$ cat config.mk
export PLATFORM = sky130hd
export DESIGN_NAME = positional_list_insert_delete
export DESIGN_NICKNAME = d
export VERILOG_FILES = /design/src/hw/rtl/pli_pkg.sv /design/src/hw/rtl/pli_decode.sv /design/src/hw/rtl/pli_cell.sv /design/src/hw/rtl/positional_list_insert_delete.sv
export SDC_FILE = /design/constraint.sdc
export NUM_CORES = 2
export LEC_CHECK = 0
export BUFFER_PORTS_ARGS = -buffer_cell sky130_fd_sc_hd__buf_2
export CAP_MARGIN = 25
export CORE_AREA = 2 2 327 329
export CTS_CLUSTER_SIZE = 30
export DETAILED_ROUTE_END_ITERATION = 8
export DIE_AREA = 0 0 329 331
export PLACE_DENSITY_LB_ADDON = 0.25
export SLEW_MARGIN = 20
export SYNTH_ARGS = -nofsm -noshare
export SYNTH_HDL_FRONTEND = slang
export SYNTH_SLANG_ARGS = --single-unit
$ cat constraint.sdc
create_clock -name clk -period 15.78 [get_ports clk]
set_clock_uncertainty 0.1 [all_clocks]
set_input_delay 0.789 -clock clk [delete_from_list [all_inputs] [get_ports clk]]
set_output_delay 0.789 -clock clk [all_outputs]
set_load 0.01 [all_outputs]
$ cat src/hw/rtl/pli_pkg.sv
`timescale 1ns / 1ps
`default_nettype none

package pli_pkg;

	localparam int CNT_W = 6;
	localparam int VAL_W = 32;

	localparam logic [1:0] OP_GET = 2'd0;
	localparam logic [1:0] OP_INS = 2'd1;
	localparam logic [1:0] OP_DEL = 2'd2;

	typedef struct packed {
		logic [1:0]              op;
		logic [CNT_W-1:0]        position;
		logic signed [VAL_W-1:0] value;
	} req_t;

	typedef struct packed {
		logic                    status;
		logic signed [VAL_W-1:0] read_value;
		logic [CNT_W-1:0]        length_now;
	} rsp_t;

	// Command broadcast to every cell of the chain.
	typedef struct packed {
		logic                    ins;
		logic                    del;
		logic [CNT_W-1:0]        pos;
		logic signed [VAL_W-1:0] value;
	} cmd_t;

endpackage

`default_nettype wire

$ cat src/hw/rtl/pli_decode.sv
`timescale 1ns / 1ps
`default_nettype none

module pli_decode #(
	parameter int CAPACITY = 32
) (
	input  wire pli_pkg::req_t              req,
	input  wire logic                       go,
	input  wire logic [pli_pkg::CNT_W-1:0]  count,
	output pli_pkg::cmd_t                   cmd,
	output logic                            ok,
	output logic                            rd_sel,
	output logic [pli_pkg::CNT_W-1:0]       count_next
);

	logic                    pos_nz;
	logic                    rd_ok;
	logic                    ins_ok;
	logic [pli_pkg::CNT_W:0] count_p1;

	assign pos_nz   = (req.position != '0);
	assign count_p1 = {1'b0, count} + (pli_pkg::CNT_W+1)'(1);
	assign rd_ok    = pos_nz && (req.position <= count);
	assign ins_ok   = (count < pli_pkg::CNT_W'(CAPACITY)) && pos_nz
		&& ({1'b0, req.position} <= count_p1);

	always_comb begin
		ok         = 1'b0;
		rd_sel     = 1'b0;
		count_next = count;
		case (req.op)
			pli_pkg::OP_GET: begin
				ok     = rd_ok;
				rd_sel = rd_ok;
			end
			pli_pkg::OP_INS: begin
				ok = ins_ok;
				if (ins_ok) begin
					count_next = count_p1[pli_pkg::CNT_W-1:0];
				end
			end
			pli_pkg::OP_DEL: begin
				ok     = rd_ok;
				rd_sel = rd_ok;
				if (rd_ok) begin
					count_next = count - pli_pkg::CNT_W'(1);
				end
			end
			default: begin
				ok = 1'b0;
			end
		endcase
	end

	// Fire the shift only for a transaction that really changes the list.
	assign cmd.ins   = go && ins_ok && (req.op == pli_pkg::OP_INS);
	assign cmd.del   = go && rd_ok && (req.op == pli_pkg::OP_DEL);
	assign cmd.pos   = req.position;
	assign cmd.value = req.value;

endmodule

`default_nettype wire

$ cat src/hw/rtl/pli_cell.sv
`timescale 1ns / 1ps
`default_nettype none

module pli_cell #(
	parameter int CELL_POS = 1
) (
	input  wire logic                              clk,
	input  wire pli_pkg::cmd_t                     cmd,
	input  wire logic signed [pli_pkg::VAL_W-1:0]  left,
	input  wire logic signed [pli_pkg::VAL_W-1:0]  right,
	output logic signed [pli_pkg::VAL_W-1:0]       entry
);

	localparam logic [pli_pkg::CNT_W-1:0] MY_POS = pli_pkg::CNT_W'(CELL_POS);

	logic signed [pli_pkg::VAL_W-1:0] entry_q;

	// Insert: cells above the slot take the left neighbor, the slot takes the value.
	// Delete: the slot and cells above take the right neighbor.
	always_ff @(posedge clk) begin
		if (cmd.ins) begin
			if (MY_POS > cmd.pos) begin
				entry_q <= left;
			end else if (MY_POS == cmd.pos) begin
				entry_q <= cmd.value;
			end
		end else if (cmd.del) begin
			if (MY_POS >= cmd.pos) begin
				entry_q <= right;
			end
		end
	end

	assign entry = entry_q;

endmodule

`default_nettype wire

$ cat src/hw/rtl/positional_list_insert_delete.sv
// Channel | Dir | Handshake         | Payload
// --------+-----+-------------------+-----------------------------------------
// req     | in  | req_valid / stall | pli_pkg::req_t {op, position, value}
// rsp     | out | rsp_valid / stall | pli_pkg::rsp_t {status, read_value,
//         |     |                   |                 length_now}
//
// Each accepted request is decoded and the cell chain shifts at the same edge;
// the result is registered and appears in the cycle after acceptance, and
// throughput is one transaction per cycle unless rsp_stall holds a result back.
// Reset clears the length and the result valid flag; cell contents stay
// undefined and are never read beyond the length.
// req_stall follows rsp_stall while a result is held in the output register.
`timescale 1ns / 1ps
`default_nettype none

module positional_list_insert_delete #(
	parameter int CAPACITY = 32
) (
	input  wire logic          clk,
	input  wire logic          arst_n,
	input  wire logic          req_valid,
	output logic               req_stall,
	input  wire pli_pkg::req_t req,
	output logic               rsp_valid,
	input  wire logic          rsp_stall,
	output pli_pkg::rsp_t      rsp
);

	localparam int IDX_W = (CAPACITY > 1) ? $clog2(CAPACITY) : 1;

	logic [pli_pkg::CNT_W-1:0]        count_q;
	logic [pli_pkg::CNT_W-1:0]        count_next;
	logic                             rsp_valid_q;
	pli_pkg::rsp_t                    rsp_q;
	pli_pkg::cmd_t                    cmd;
	logic                             accept;
	logic                             ok;
	logic                             rd_sel;
	logic [pli_pkg::CNT_W-1:0]        rd_pos_m1;
	logic [IDX_W-1:0]                 rd_idx;
	logic signed [pli_pkg::VAL_W-1:0] ent [CAPACITY];

	// Hold the request while a finished result still waits downstream.
	assign req_stall = rsp_valid_q && rsp_stall;
	assign accept    = req_valid && !req_stall;

	pli_decode #(
		.CAPACITY(CAPACITY)
	) u_decode (
		.req       (req),
		.go        (accept),
		.count     (count_q),
		.cmd       (cmd),
		.ok        (ok),
		.rd_sel    (rd_sel),
		.count_next(count_next)
	);

	// Chain of cells: cell k holds list position k+1 and talks to its neighbors.
	for (genvar k = 0; k < CAPACITY; k++) begin : g_cell
		logic signed [pli_pkg::VAL_W-1:0] left_in;
		logic signed [pli_pkg::VAL_W-1:0] right_in;

		if (k == 0) begin : g_first
			assign left_in = req.value;
		end else begin : g_mid_l
			assign left_in = ent[k-1];
		end

		if (k == CAPACITY-1) begin : g_last
			assign right_in = ent[k];
		end else begin : g_mid_r
			assign right_in = ent[k+1];
		end

		pli_cell #(
			.CELL_POS(k + 1)
		) u_cell (
			.clk  (clk),
			.cmd  (cmd),
			.left (left_in),
			.right(right_in),
			.entry(ent[k])
		);
	end

	// Read before the shift: a delete returns the value it removes.
	assign rd_pos_m1 = req.position - pli_pkg::CNT_W'(1);
	assign rd_idx    = rd_pos_m1[IDX_W-1:0];

	always_ff @(posedge clk or negedge arst_n) begin
		if (!arst_n) begin
			count_q     <= '0;
			rsp_valid_q <= 1'b0;
		end else begin
			if (accept) begin
				count_q     <= count_next;
				rsp_valid_q <= 1'b1;
			end else if (!rsp_stall) begin
				rsp_valid_q <= 1'b0;
			end
		end
	end

	always_ff @(posedge clk) begin
		if (accept) begin
			rsp_q.status     <= !ok;
			rsp_q.read_value <= rd_sel ? ent[rd_idx] : '0;
			rsp_q.length_now <= count_next;
		end
	end

	assign rsp_valid = rsp_valid_q;
	assign rsp       = rsp_q;

endmodule

`default_nettype wire

; ---- Yosys cells after proc, flatten, opt, wreduce, memory -nomap -nowiden
; Index checks and enable logic that the tools add are counted.
[word_totals]
ff_bits = 1070
inputBits = 44
out_inout_bits = 41
[op_classes]
n_addsub = 3
n_lt_le_gt_ge = 67
n_eq_ne = 66
mux = 167
n_bitwise = 1
reduce_logical = 79
[op_table]
columns = cell, n
row1 = $mux 32, 159
row2 = $bmux 32 s5, 1
row3 = $eq 5x6->1 const A, 16
row4 = $ge 5x6->1 const A, 16
row5 = $gt 5x6->1 const A, 16
row6 = $ne 3x1->1 const B, 31
row7 = $reduce_and 3->1, 31
row8 = $reduce_bool 2->1, 33
row9 = $eq 4x6->1 const A, 8
row10 = $ge 4x6->1 const A, 8
row11 = $gt 4x6->1 const A, 8
row12 = $eq 3x6->1 const A, 4
row13 = $ge 3x6->1 const A, 4
row14 = $gt 3x6->1 const A, 4
row15 = $eq 2x6->1 const A, 2
row16 = $ge 2x6->1 const A, 2
row17 = $gt 2x6->1 const A, 2
row18 = $mux 6, 2
row19 = $pmux 6 s2, 1
row20 = $logic_and 1x1->1, 9
row21 = $add 6x1->7 const B, 1
row22 = $le 6x7->1, 1
row23 = $eq 1x6->1 const A, 1
row24 = $eq 6x6->1 const A, 1
row25 = 19 further kinds, 22

; ---- Longest topological paths before layout
[depth]
depth_word = 7
ltp_mapped = 16

; ---- Modules after synthesis
; From an unflattened synthesis, not the netlist that was laid out.
[hier_totals]
cells_unflattened = 6530
hier_area_um2 = 68819.8
[by_module_without_submodules]
columns = module, instances, cells_each, area_per_inst_um2
row1 = positional_list_insert_delete, 1, 725, 9927.0
row2 = pli_cell (g_cell[20].u_cell ...), 2, 186, 1754.2
row3 = pli_cell (g_cell[30].u_cell), 1, 259, 2541.2
row4 = pli_cell (g_cell[18].u_cell), 1, 292, 2438.6
row5 = pli_cell (g_cell[21].u_cell), 1, 188, 2062.0
row6 = pli_cell (g_cell[12].u_cell), 1, 185, 1965.6
row7 = pli_cell (g_cell[7].u_cell), 1, 188, 1916.8
row8 = pli_cell (g_cell[24].u_cell), 1, 185, 1906.8
row9 = pli_cell (g_cell[26].u_cell), 1, 185, 1903.1
row10 = pli_cell (g_cell[15].u_cell), 1, 184, 1876.8
row11 = pli_cell (g_cell[17].u_cell), 1, 185, 1845.5
row12 = pli_cell (g_cell[1].u_cell), 1, 184, 1839.3
row13 = pli_cell (g_cell[25].u_cell), 1, 185, 1834.3
row14 = pli_cell (g_cell[0].u_cell), 1, 192, 1814.2
row15 = +19 rows, --, --, --

; ---- Least setup slack after synthesis
; OpenSTA, ideal clock, no wires.
[synth_timing]
path_kind = register to register
startpoint = register count_q[2] (netlist name)
endpoint = register g_cell[12].u_cell.entry_q, in the netlist g_cell[12].u_cell.entry[0], enable pin
t_arrival_ns = 5.021
path_slack_ns = 10.189
stages_incl_launch_ff = 14
path_buffers = 2
synth_period_minus_slack_ns = 5.591
path_cell_list = dfrtp_1 -> clkbuf_1 -> inv_1 -> nor3_1 -> nand3_1 -> xnor2_1 -> ha_1 -> and3_1 -> a21boi_1 -> o31ai_4 -> nand3_1 -> a21o_1 -> buf_2 -> a211oi_1
[synth_between]
elab_chain_cells = 7
elab_cells_between_ends = 15
[synth_rtl]
columns = element, line_no
row1 = start: declaration, positional_list_insert_delete.sv:31  ; logic [pli_pkg::CNT_W-1:0] count_q;
row2 = start signal: assignment, positional_list_insert_delete.sv:97  ; count_q <= count_next;
row3 = $add 6x1->7 / $lt 6x6->1 (equally long branches), "pli_decode.sv:22, pli_decode.sv:24"
row4 = $le 6x7->1 / $logic_and 1x1->1 (equally long branches), "pli_decode.sv:25, pli_decode.sv:24"
row5 = $logic_and 1x1->1, pli_decode.sv:25  ; && ({1'b0, req.position} <= count_p1);
row6 = $logic_and 1x1->1 (2 in a row), pli_decode.sv:56  ; assign cmd.ins = go && ins_ok && (req.op == pli_pkg::OP_INS);
row7 = $ne 3x1->1 (no line) / $reduce_bool 2->1 (equally long branches), --
row8 = $reduce_and 3->1 (no line) (*), --
row9 = end signal: assignment, pli_cell.sv:23  ; entry_q <= left;
row10 = end signal: assignment, pli_cell.sv:25  ; entry_q <= cmd.value;
row11 = end signal: assignment, pli_cell.sv:29  ; entry_q <= right;
row12 = end: declaration, pli_cell.sv:16  ; logic signed [pli_pkg::VAL_W-1:0] entry_q;
; Every way passes the cells marked *; elsewhere a longest branch is shown, timed or not.
; A chain may end at the register's enable or synchronous reset.

; ---- Final worst setup path
[layout_timing]
startpoint = register count_q[2] (netlist name)
endpoint = register g_cell[14].u_cell.entry_q, in the netlist g_cell[14].u_cell.entry[15], data pin
[layout_between]
elab_chain_cells = 6
elab_cells_between_ends = 8
[layout_rtl]
columns = element, line_no
row1 = $add 6x1->7 / $lt 6x6->1 (equally long branches), "pli_decode.sv:22, pli_decode.sv:24"
row2 = $le 6x7->1 / $logic_and 1x1->1 (equally long branches), "pli_decode.sv:25, pli_decode.sv:24"
row3 = $logic_and 1x1->1 (*), pli_decode.sv:25
row4 = $logic_and 1x1->1 (*) (2 in a row), pli_decode.sv:56
row5 = $mux 32 (*), pli_cell.sv:21  ; if (cmd.ins) begin
row6 = end signal: assignment, pli_cell.sv:23
row7 = end signal: assignment, pli_cell.sv:25
row8 = end signal: assignment, pli_cell.sv:29
row9 = end: declaration, pli_cell.sv:16
; Marks and branches as above.

==> results.sh <==
export IMPL_run_status="finished, final reports clean"
export IMPL_critical_path_max_stage_delay_ns=0.79
export IMPL_multi_input_area_sq_um=28800
export IMPL_fin_crit_sh_pct=39.0
export IMPL_hold_viol=0
export IMPL_r2r_end="g_cell[14].u_cell.entry[15]"
export IMPL_grt_remaining_overflow=0
export IMPL_max_slew_margin_pct=30.2
export IMPL_power_frac_seq_pct=46.7
export IMPL_rows=119
export IMPL_reg2reg_from="count_q[2]"
export IMPL_critPathSlowestCell="buf_4"
export IMPL_portBuffers=84
export IMPL_syn_inst=5333
export IMPL_postLayoutCoreUtil_pct=64.3
export IMPL_cts_setup_buffers=0
export IMPL_hold_depth=2
export IMPL_rsz0062_at_grt="no"
export IMPL_placed_cell_area_sq_um=64000
export IMPL_vias_per_cell=6.75
export IMPL_reg2regPathDepth=14
export IMPL_worst_ep_required_time_ns=16.11
export IMPL_pwr_share_comb_pct=16.8
export IMPL_drt_iter0_drc=6736
export IMPL_tightest_slew_ns=1.05
export IMPL_clock_path_buffers=3
export IMPL_cts_tree="yes"
export IMPL_wl_mm=181
export IMPL_stdcell_count=6582
export IMPL_synth_ff_type="edfxtp_1"
export IMPL_grt_pass1_vias=42575
export IMPL_root_buffer="clkbuf_16"
export IMPL_grt_max_degree=238
export IMPL_critPathKind="reg2reg"
export IMPL_cap_viol_max_count=0
export IMPL_grtUsageTotal_pct=33.1
export IMPL_final_nets=5162
export IMPL_place_congestion=0.868
export IMPL_worst_path_buf_inv=5
export IMPL_yosysSeqAreaShare_pct=51.0
export IMPL_post_place_ws_ns=9.26
export IMPL_switching_power_mw=1.99
export IMPL_arrival_ns=6.49
export IMPL_powerDensity_nw_per_um2=106
export IMPL_ys_ff_latch=1070
export IMPL_path_delay_family="buffers and inverters"
export IMPL_final_cell_mix="1,063 x edfxtp_1, 1,025 x mux2i_1, 983 x nand2_1"
export IMPL_syn_mean_instance_area_sq_um=11.8
export IMPL_cts_buffers=112
export IMPL_post_drt_wl_per_cell_um=27.5
export IMPL_cp_max_fo=228
export IMPL_htree_levels=3
export IMPL_finalSetupViolCount=0
export IMPL_finalInstanceArea_sq_um=67500
export IMPL_worstHoldEndpoint="rsp_valid"
export IMPL_grt_pass1_wl_mm=273
export IMPL_finalSetupTns_ns=0
export IMPL_drive_gt1_share_pct=14.0
export IMPL_holdWs_ns=0.187
export IMPL_crit_path_start_kind="flip-flop"
export IMPL_syn_area_sq_um=62900
export IMPL_crit_path_end_kind="flip-flop"
export IMPL_die_h_um=331
export IMPL_async_flop_share_pct=0.654
export IMPL_total_power_mw=7.12
export IMPL_synth_largest_area_cell="edfxtp_1"
export IMPL_maxSlewViolCount=0
export IMPL_switching_share_pct=27.9
export IMPL_fill_cells=8000
export IMPL_hold_start="req_valid"
export IMPL_clk_insertion_delay_late_ns=0.72
export IMPL_intPower_mw=5.13
export IMPL_clock_power_share_pct=36.5
export IMPL_synth_enable_flop_cells=1063
export IMPL_hpwlAfterDp_mm=103
export IMPL_synth_top_cell_area_share_pct=50.7
export IMPL_coreArea_sq_um=105000
export IMPL_start_util_pct=59.9
export IMPL_syn_to_final_growth_pct=7.25
export IMPL_final_antenna_net_count=0
export IMPL_drt_pass1_iterations=8
export IMPL_synthDistinctLibCells=62
export IMPL_fmax_mhz=162
export IMPL_antenna_found_initial=5
export IMPL_die_w_um=329
export IMPL_fin_ws_ns=9.62
export IMPL_synthTopCellsByArea="edfxtp_1 51%, mux2i_1 16%, mux4_2 9.2%"
export IMPL_p_leak_nw=26.6
export IMPL_cp_cell_sequence="inv_1 > nor3_1 > nand3_1 > xnor2_1 > ha_1 > and3_1 > a21boi_1 > o31ai_4 > nand4_4 > buf_4 > buf_12 > buf_12 > buf_4 > o21ai_1"
export IMPL_ys_warn_count=0
export IMPL_cts_hold_buf=1
export IMPL_cts_sinks=1070
export IMPL_hp_class="in2reg"
export IMPL_route_detailed_drc=0
export IMPL_post_cts_resized=0
export IMPL_vias=44419
export IMPL_regArea_sq_um=32100
export IMPL_cts_clk_slew_worst_paths_ns=0.06
export IMPL_reg2reg_slack_ns=9.62
export IMPL_ios=85
export IMPL_synth_nets=5398
export IMPL_final_common_cell="edfxtp_1"
export IMPL_dieArea_sq_um=109000
export IMPL_place_inst=6373
export IMPL_finalWorstPathRequiredPeriod_ns=6.16
export IMPL_peakVddDrop_mv=0.0831
==> worst max-delay path by stage <==
stage	cells past startpoint	startpoint	end	slack, ns
floorplan	13	count_q[2]	g_cell[12].u_cell.entry[0]	10.19
finish	14	count_q[2]	g_cell[14].u_cell.entry[15]	9.62
global route	13	count_q[0]	g_cell[28].u_cell.entry[19]	9.27
CTS	13	count_q[0]	g_cell[16].u_cell.entry[15]	9.88
global placement	12	req[32]	g_cell[24].u_cell.entry[15]	9.36
detailed placement	12	req[32]	g_cell[16].u_cell.entry[15]	9.26
==> cells by family (layout without fill, tap and decap cells) <==
group / Yosys count / count (layout) / share of synthesized area (%)
AO/OA/AOI/OAI: 1136 / 1136 / 9.48
XOR/XNOR: 6 / 6 / 0.0835
adder cells (fa/ha/maj): 21 / 21 / 0.418
buffers and inverters: 545 / 398 / 3.94
flip-flops: 1070 / 1070 / 51.0
multiplexers: 1409 / 1409 / 27.9
other: 0 / 5 / 0
AND/OR/NAND/NOR: 1146 / 1146 / 7.11
==> final cells by class <==
class,count,share of cell area [%]
Inverter,18,0.100
Antenna cell,5,0.0185
Sequential cell,1070,47.6
Timing Repair Buffer,177,1.87
Clock buffer,144,4.35
Multi-Input combinational cell,3718,42.7
Tap cell,1391,2.58
Clock inverter,59,0.777
==> routing by layer <==
layer | track usage, % | share of wire, %
met1 | 48.4 | 41
met2 | 50.1 | 45
met3 | 6.96 | 12
met4 | 10.1 | 3.0
met5 | 0 | 0.015
==> synth_stat cells (4+ instances only) <==
cell and instances:
o22ai_1 35, a211o_1 4, o21ai_0 6, dfrtp_1 7
o21ai_1 963, buf_1 24, inv_1 17, buf_4 24
a21o_1 6, nor2b_1 6, mux2_2 43, mux2i_1 1025
buf_6 11, or3_1 5, edfxtp_1 1063, nor3_1 8
o21a_1 5, a21oi_2 9, mux4_2 256, clkbuf_1 262
a211oi_1 7, ha_1 21, nand2_1 987, nand3_1 13
a221o_1 5, and2_1 5, nand3b_1 4, nor2_1 93
nor2_2 4, buf_2 206, mux2_4 29, xnor2_1 4
nand2b_1 5, mux2_1 56, a21oi_1 75
==> power groups by stage <==
stage               Clock [mW]  Sequential (mW)  Combinational, mW
global route              2.71             3.33               1.28
detailed placement           0             3.38               1.17
CTS                       2.61             3.32               1.17
global placement             0             3.38               1.13
floorplan                    0             3.36              0.850
finish                    2.60             3.33               1.20
==> sequential cells by signal, indices dropped and copies added, names as in the netlist <==
| register | flops |
|---|---|
| count_q | 6 |
| g_cell.u_cell.entry | 1024 |
| rsp | 39 |
| rsp_valid | 1 |
==> worst reg2reg max path, stage by stage, from the launching register on <==
cell      delay (ns)
dfrtp_1         0.52
inv_1           0.16
nor3_1          0.18
nand3_1         0.19
xnor2_1         0.19
ha_1            0.29
and3_1          0.16
a21boi_1        0.27
o31ai_4         0.12
nand4_4         0.44
buf_4           0.57
buf_12          0.65
buf_12          0.93
buf_4           0.91
o21ai_1         0.20
Power figures use the tool's default switching activity.
